[src/ncfr_pkg.sv]
// ----------------------------------------------------------------------------
// ncfr_pkg
// shared types, constants and microcode encodings of the notch ramp controller
// ----------------------------------------------------------------------------
package ncfr_pkg;

    // fixed point format of frequencies
    localparam int FREQ_FRAC_BITS = 16;

    // field widths
    localparam int NOTCH_W = 4;
    localparam int RATE_W  = 16;
    localparam int US_W    = 20;
    localparam int FREQ_W  = 24;
    localparam int ANGLE_W = 27;
    localparam int TIME_W  = 32;

    // configuration port
    localparam int CFG_W     = 24;
    localparam int CFG_IDX_W = 2;

    // stream payload widths
    localparam int IN_TDATA_W  = 112;
    localparam int OUT_TDATA_W = 96;

    // datapath widths
    localparam int ACC_W         = 64;
    localparam int QUO_W         = 32;
    localparam int REM_W         = ANGLE_W;
    localparam int DIV_BITS_STEP = 2;
    localparam int DIV_ITERS     = QUO_W / DIV_BITS_STEP;
    localparam int CNT_W         = $clog2(DIV_ITERS);

    // 2*pi in Q32, split into a low word and the integer part
    localparam logic [31:0] TWO_PI_LO = 32'h487E_D511;
    localparam logic [2:0]  TWO_PI_HI = 3'h6;
    localparam int          ANG_SHIFT = FREQ_FRAC_BITS + 16;
    localparam logic [ACC_W-1:0] ANG_ROUND = ACC_W'(1) << (FREQ_FRAC_BITS + 15);

    // rates are Q8.8, steps are in the frequency format
    localparam int RATE_SHIFT = FREQ_FRAC_BITS - 8;

    // step divisors: microseconds per second times the notch denominator
    localparam logic [REM_W-1:0] DIV_EMERG = REM_W'(1000000);
    localparam logic [REM_W-1:0] DIV_BRAKE = REM_W'(8000000);
    localparam logic [REM_W-1:0] DIV_POWER = REM_W'(5000000);

    // register reset values
    localparam logic [RATE_W-1:0] ACCEL_RESET = RATE_W'(1024);
    localparam logic [RATE_W-1:0] BRAKE_RESET = RATE_W'(3072);
    localparam logic [RATE_W-1:0] EMERG_RESET = RATE_W'(5120);
    localparam logic [FREQ_W-1:0] LIMIT_RESET = FREQ_W'(6553600);

    typedef enum logic [CFG_IDX_W-1:0] {
        CFG_ACCEL = 2'd0,
        CFG_BRAKE = 2'd1,
        CFG_EMERG = 2'd2,
        CFG_LIMIT = 2'd3
    } t_cfg_idx;

    typedef enum logic [1:0] {
        RC_EMERG,
        RC_BRAKE,
        RC_HOLD,
        RC_POWER
    } t_rate_cls;

    // microprogram step addresses
    typedef enum logic [3:0] {
        ST_IDLE,
        ST_RATE,
        ST_SCALE,
        ST_DLD_STEP,
        ST_DIV_STEP,
        ST_FREQ,
        ST_ANG_LO,
        ST_ANG_HI,
        ST_ANG_SAT,
        ST_TIME_MUL,
        ST_DLD_TIME,
        ST_DIV_TIME,
        ST_TIME,
        ST_DONE,
        ST_RET
    } t_step;

    // datapath operations
    typedef enum logic [3:0] {
        OP_NOP,
        OP_CAPTURE,
        OP_MUL_RATE,
        OP_MUL_SCALE,
        OP_DIV_LD_STEP,
        OP_DIV_LD_TIME,
        OP_DIV_ITER,
        OP_FREQ,
        OP_ANG_LO,
        OP_ANG_HI,
        OP_ANG_SAT,
        OP_MUL_TIME,
        OP_TIME,
        OP_FINISH
    } t_uop;

    // jump conditions
    typedef enum logic [2:0] {
        C_NEVER,
        C_ALWAYS,
        C_NO_REQ,
        C_DIV_OVF,
        C_DIV_BUSY,
        C_NO_RESCALE,
        C_OUT_BUSY
    } t_cond;

    typedef struct packed {
        t_uop  op;
        t_cond cond;
        t_step target;
    } t_uword;

    typedef struct packed {
        logic div_ovf;
        logic div_busy;
        logic no_rescale;
    } t_dp_status;

    typedef struct packed {
        logic [RATE_W-1:0] accel_ceiling;
        logic [RATE_W-1:0] brake_ceiling;
        logic [RATE_W-1:0] emergency_rate;
        logic [FREQ_W-1:0] freq_limit;
    } t_cfg;

    typedef struct packed {
        logic [NOTCH_W-1:0] notch_raw;
        logic               emo_healthy;
        logic               reverse_request;
        logic [US_W-1:0]    elapsed_us;
        logic [FREQ_W-1:0]  present_freq;
        logic [ANGLE_W-1:0] present_angle_freq;
        logic               present_brake;
        logic               free_run;
        logic               allow_time_rescale;
        logic [TIME_W-1:0]  sine_time;
    } t_tick_in;

    typedef struct packed {
        logic [NOTCH_W-1:0] active_notch;
        logic               emo_latched;
        logic               reverse_active;
        logic               reverse_changed;
        logic               brake;
        logic               coast;
        logic [FREQ_W-1:0]  new_freq;
        logic [ANGLE_W-1:0] new_angle_freq;
        logic [TIME_W-1:0]  new_sine_time;
    } t_tick_out;

endpackage

[src/ncfr_sequencer.sv]
// ----------------------------------------------------------------------------
// ncfr_sequencer
// step counter and microprogram rom with conditional jumps
// ----------------------------------------------------------------------------
module ncfr_sequencer (
    input  logic                i_clk,
    input  logic                i_rst_n,
    input  logic                i_in_valid,
    input  logic                i_out_busy,
    input  ncfr_pkg::t_dp_status i_status,
    output ncfr_pkg::t_uop      o_op
);
    import ncfr_pkg::*;

    t_step  r_upc;
    t_step  n_upc;
    t_uword w_uword;
    logic   w_jump;

    // microprogram
    always_comb begin
        unique case (r_upc)
            ST_IDLE:     w_uword = '{OP_CAPTURE,     C_NO_REQ,     ST_IDLE};
            ST_RATE:     w_uword = '{OP_MUL_RATE,    C_NEVER,      ST_IDLE};
            ST_SCALE:    w_uword = '{OP_MUL_SCALE,   C_NEVER,      ST_IDLE};
            ST_DLD_STEP: w_uword = '{OP_DIV_LD_STEP, C_DIV_OVF,    ST_FREQ};
            ST_DIV_STEP: w_uword = '{OP_DIV_ITER,    C_DIV_BUSY,   ST_DIV_STEP};
            ST_FREQ:     w_uword = '{OP_FREQ,        C_NEVER,      ST_IDLE};
            ST_ANG_LO:   w_uword = '{OP_ANG_LO,      C_NEVER,      ST_IDLE};
            ST_ANG_HI:   w_uword = '{OP_ANG_HI,      C_NEVER,      ST_IDLE};
            ST_ANG_SAT:  w_uword = '{OP_ANG_SAT,     C_NEVER,      ST_IDLE};
            ST_TIME_MUL: w_uword = '{OP_MUL_TIME,    C_NO_RESCALE, ST_DONE};
            ST_DLD_TIME: w_uword = '{OP_DIV_LD_TIME, C_DIV_OVF,    ST_TIME};
            ST_DIV_TIME: w_uword = '{OP_DIV_ITER,    C_DIV_BUSY,   ST_DIV_TIME};
            ST_TIME:     w_uword = '{OP_TIME,        C_NEVER,      ST_IDLE};
            ST_DONE:     w_uword = '{OP_FINISH,      C_OUT_BUSY,   ST_DONE};
            ST_RET:      w_uword = '{OP_NOP,         C_ALWAYS,     ST_IDLE};
            default:     w_uword = '{OP_NOP,         C_ALWAYS,     ST_IDLE};
        endcase
    end

    always_comb begin
        unique case (w_uword.cond)
            C_NEVER:      w_jump = 1'b0;
            C_ALWAYS:     w_jump = 1'b1;
            C_NO_REQ:     w_jump = ~i_in_valid;
            C_DIV_OVF:    w_jump = i_status.div_ovf;
            C_DIV_BUSY:   w_jump = i_status.div_busy;
            C_NO_RESCALE: w_jump = i_status.no_rescale;
            C_OUT_BUSY:   w_jump = i_out_busy;
            default:      w_jump = 1'b1;
        endcase
        n_upc = w_jump ? w_uword.target : t_step'(r_upc + 4'd1);
    end

    always_ff @(posedge i_clk) begin
        if (!i_rst_n) begin
            r_upc <= ST_IDLE;
        end else begin
            r_upc <= n_upc;
        end
    end

    assign o_op = w_uword.op;

endmodule

[config.mk]
export PLATFORM = sky130hd
export DESIGN_NAME = ncfr_sequencer
export DESIGN_NICKNAME = d
export VERILOG_FILES = /design/src/ncfr_pkg.sv /design/src/ncfr_sequencer.sv
export SDC_FILE = /design/constraint.sdc
export NUM_CORES = 1
export LEC_CHECK = 0
export ABC_AREA = 0
export BUFFER_PORTS_ARGS = -buffer_cell sky130_fd_sc_hd__clkbuf_2
export CAP_MARGIN = 15
export CORE_UTILIZATION = 40
export CTS_CLUSTER_DIAMETER = 120
export CTS_CLUSTER_SIZE = 25
export DETAILED_ROUTE_END_ITERATION = 12
export GPL_TIMING_DRIVEN = 0
export PLACE_DENSITY = 0.67
export SLEW_MARGIN = 10
export SYNTH_ARGS = -nofsm -noshare
export SYNTH_HDL_FRONTEND = slang
export SYNTH_SLANG_ARGS = --single-unit
[constraint.sdc]
create_clock -name i_clk -period 2.4 [get_ports i_clk]
set_input_delay 0.36 -clock i_clk [delete_from_list [all_inputs] [get_ports i_clk]]
set_output_delay 0.36 -clock i_clk [all_outputs]
set_load 0.02 [all_outputs]
==> impl_metrics.yaml <==
synthesis:
  syn_nets: 109
  async_reset_ff_share_pct: 0
  synth_common_cells: "dfxtp_1, nor2_1, inv_1, ha_1, nand2_1"
  synth_top_area_share_pct: 35.5
  synth_largest_area_cell: "dfxtp_1"
  synth_seq_cells: 15
  postSynthAreaPerCell_um2: 8.81
  ys_seq_area_share_pct: 35.5
  synth_cells: 96
  yosysUniqueCellTypes: 33
  synth_area_um2: 846
  post-synth-top-count-cell: "dfxtp_1"
  synth_area_leaders: "dfxtp_1, ha_1, buf_4"
  ys_warn_count: 0
  synth_ff_type: "dfxtp_1"
  synth_edf_count: 0
timing:
  grt_setup_unrepaired: "false"
  slew_headroom_pct: 71.4
  whs_ns: 0.539
  setup-tns-final_ns: 0
  finalHoldViolations: 0
  setup_ws_ns: 0.202
  fmax_ghz: 0.455
  slew_viol_final: 0
  finalSetupViolations: 0
  clock_skew_ns: 0.00823
  layout_min_cycle_time_ns: 2.20
  worst_pin_slew_ns: 0.424
  period_share_pct: 91.6
drt:
  first_pass_iters: 4
  remaining_drc_errors: 0
  vias: 710
  vias_per_cell: 5.22
  ant_nets: 0
  wire_per_inst_um: 11.5
  drtIter0Drc: 21
  routed_wl_mm: 1.56
run:
  cap_violations: 0
place:
  dp_hpwl_mm: 1.22
  postPlaceCellArea_um2: 925
  place_congestion: 0.843
  numPortBuffers: 9
  dp_slack_ns: 0.0671
  placed_cells: 132
cts:
  clk_pin_slew_ns: 0.09
  cts_tree: "built"
  ctsLongestPathBuffers: 2
  htreeDepth: 1
  numCtsBuffers: 3
  cts-hold-fix-buffers: 0
  cts-root-buf: "clkbuf_4"
  clock_latency_ns: 0.28
  cts_resized: 0
  cts.sinks: 15
  post_cts_buffers: 0
cells_and_area:
  post-route-cell-area_um2: 960
  fin_cells: 136
  drive_above_1_share_pct: 21.1
  final_nets: 123
  insertedDiodeCount: 0
  utilization_pct: 48.4
  syn2layout_area_growth_pct: 13.5
critical_path:
  r2r_setup_slack_ns: 0.20
  crit_path_max_incr_delay_ns: 0.37
  rr_endpoint: "w_uword[0]"
  criticalPathCategory: "reg -> reg"
  crit_fanout: 8
  cp-end-kind: "register"
  arrival_ns: 2.35
  cp_num_buf_inv: 1
  regToRegStartpoint: "w_uword[6]"
  crit_chain: "and2_1, o21ai_0, a21oi_1, a31oi_4, inv_1, ha_1, a21boi_0, o22ai_1"
  reg2regPathDepth: 8
  slowest_stage: "o21ai_0"
  critPathLaunchType: "register"
  cp_top_family: "compound AO/OA/AOI/OAI gates"
  cp.required_ns: 2.55
global_route:
  overflow: 0
  grt_antenna_before_repair: 0
  grt_usage_pct: 15.9
  grt_max_degree: 11
  grt_pass1_wl_mm: 2.52
  grt_pass1_vias: 641
die:
  row_count: 16
  die_h_um: 48.0
  pin_count: 11
  coreArea_mm2: 0.00198
  dieArea_mm2: 0.00230
  start_util_pct: 42.7
  die_w_um: 48.0
pwr:
  leakagePower_nw: 0.414
  p_per_area_mw_per_mm2: 1090
  power.total_mw: 1.05
  peakVddDrop_mv: 0.454
worst_hold_path:
  hold_class: "in -> reg"
  min-delay-start: "i_rst_n"
  hold_depth: 3
  min_to: "r_upc[2]"
outcome:
  status: "finished, final reports clean"
-- cells in the final DEF, fill, tap and decap left out, types with 2 or more instances in the layout --
cell,count
dfxtp_1,15
nor2_1,9
clkbuf_2,9
inv_1,7
nand2_1,6
ha_1,6
a21oi_1,5
nand3_1,5
buf_4,5
o21ai_1,3
o21a_1,3
o21ai_0,3
mux2i_1,3
clkbuf_4,3
nor2b_1,2
clkbuf_1,2
o31ai_1,2
nor3_1,2
o22ai_1,2
o32ai_1,2
-- metal layers --
| metal | track usage (%) | share of wire, % |
|---|---|---|
| met2 | 27.3 | 47 |
| met1 | 18.5 | 48 |
| met5 | 0 | 0 |
| met4 | 10.0 | 1.2 |
| met3 | 2.26 | 3.3 |
-- how the worst max path moves through the flow --
| stage | from | end | slack (ns) | cells past startpoint |
|---|---|---|---|---|
| final | w_uword[6] | w_uword[0] | 0.20 | 8 |
| after floorplan | i_status[0] | w_uword[5] | 0.45 | 9 |
| after detailed placement | i_out_busy | w_uword[0] | 0.07 | 9 |
| after CTS | w_uword[6] | w_uword[0] | 0.12 | 8 |
| after global placement | i_out_busy | w_uword[0] | 0.07 | 9 |
| after global routing | w_uword[6] | w_uword[0] | 0.04 | 8 |
-- registers in the layout (all words and copies together), names as in the netlist --
| signal | flops |
|---|---|
| w_uword | 11 |
| r_upc | 4 |
-- cell families after synthesis --
kind of cell	synth area share [%]
muxes	5.33
adders and majority gates	8.88
buffers and inverters	9.02
AOI/OAI and AO/OA	22.2
and+or+nand+nor	17.0
DFF	35.5
xor gates and xnor gates	2.07
-- layout make-up --
type | count | area [µm²]
Buffer | 6 | 41.3
Tap cell | 27 | 33.8
Timing Repair Buffer | 9 | 45.0
Multi-Input combinational cell | 67 | 478
Clock buffer | 4 | 26.3
Fill cell | 203 | 1020
Inverter | 8 | 35.0
Sequential cell | 15 | 300
-- power breakdown --
part	internal [mW]	leakage, nW	switching [mW]
clock	0.0643	0.0150	0.0745
sequential	0.325	0.123	0.0446
combinational	0.230	0.276	0.312
total	0.619	0.414	0.432
-- worst register-to-register path, stage by stage, from the launching register on --
cell	delay [ns]
dfxtp_1	0.36
and2_1	0.16
o21ai_0	0.37
a21oi_1	0.19
a31oi_4	0.31
inv_1	0.16
ha_1	0.25
a21boi_0	0.17
o22ai_1	0.11
Note: power is estimated with default switching activity, not from simulation.
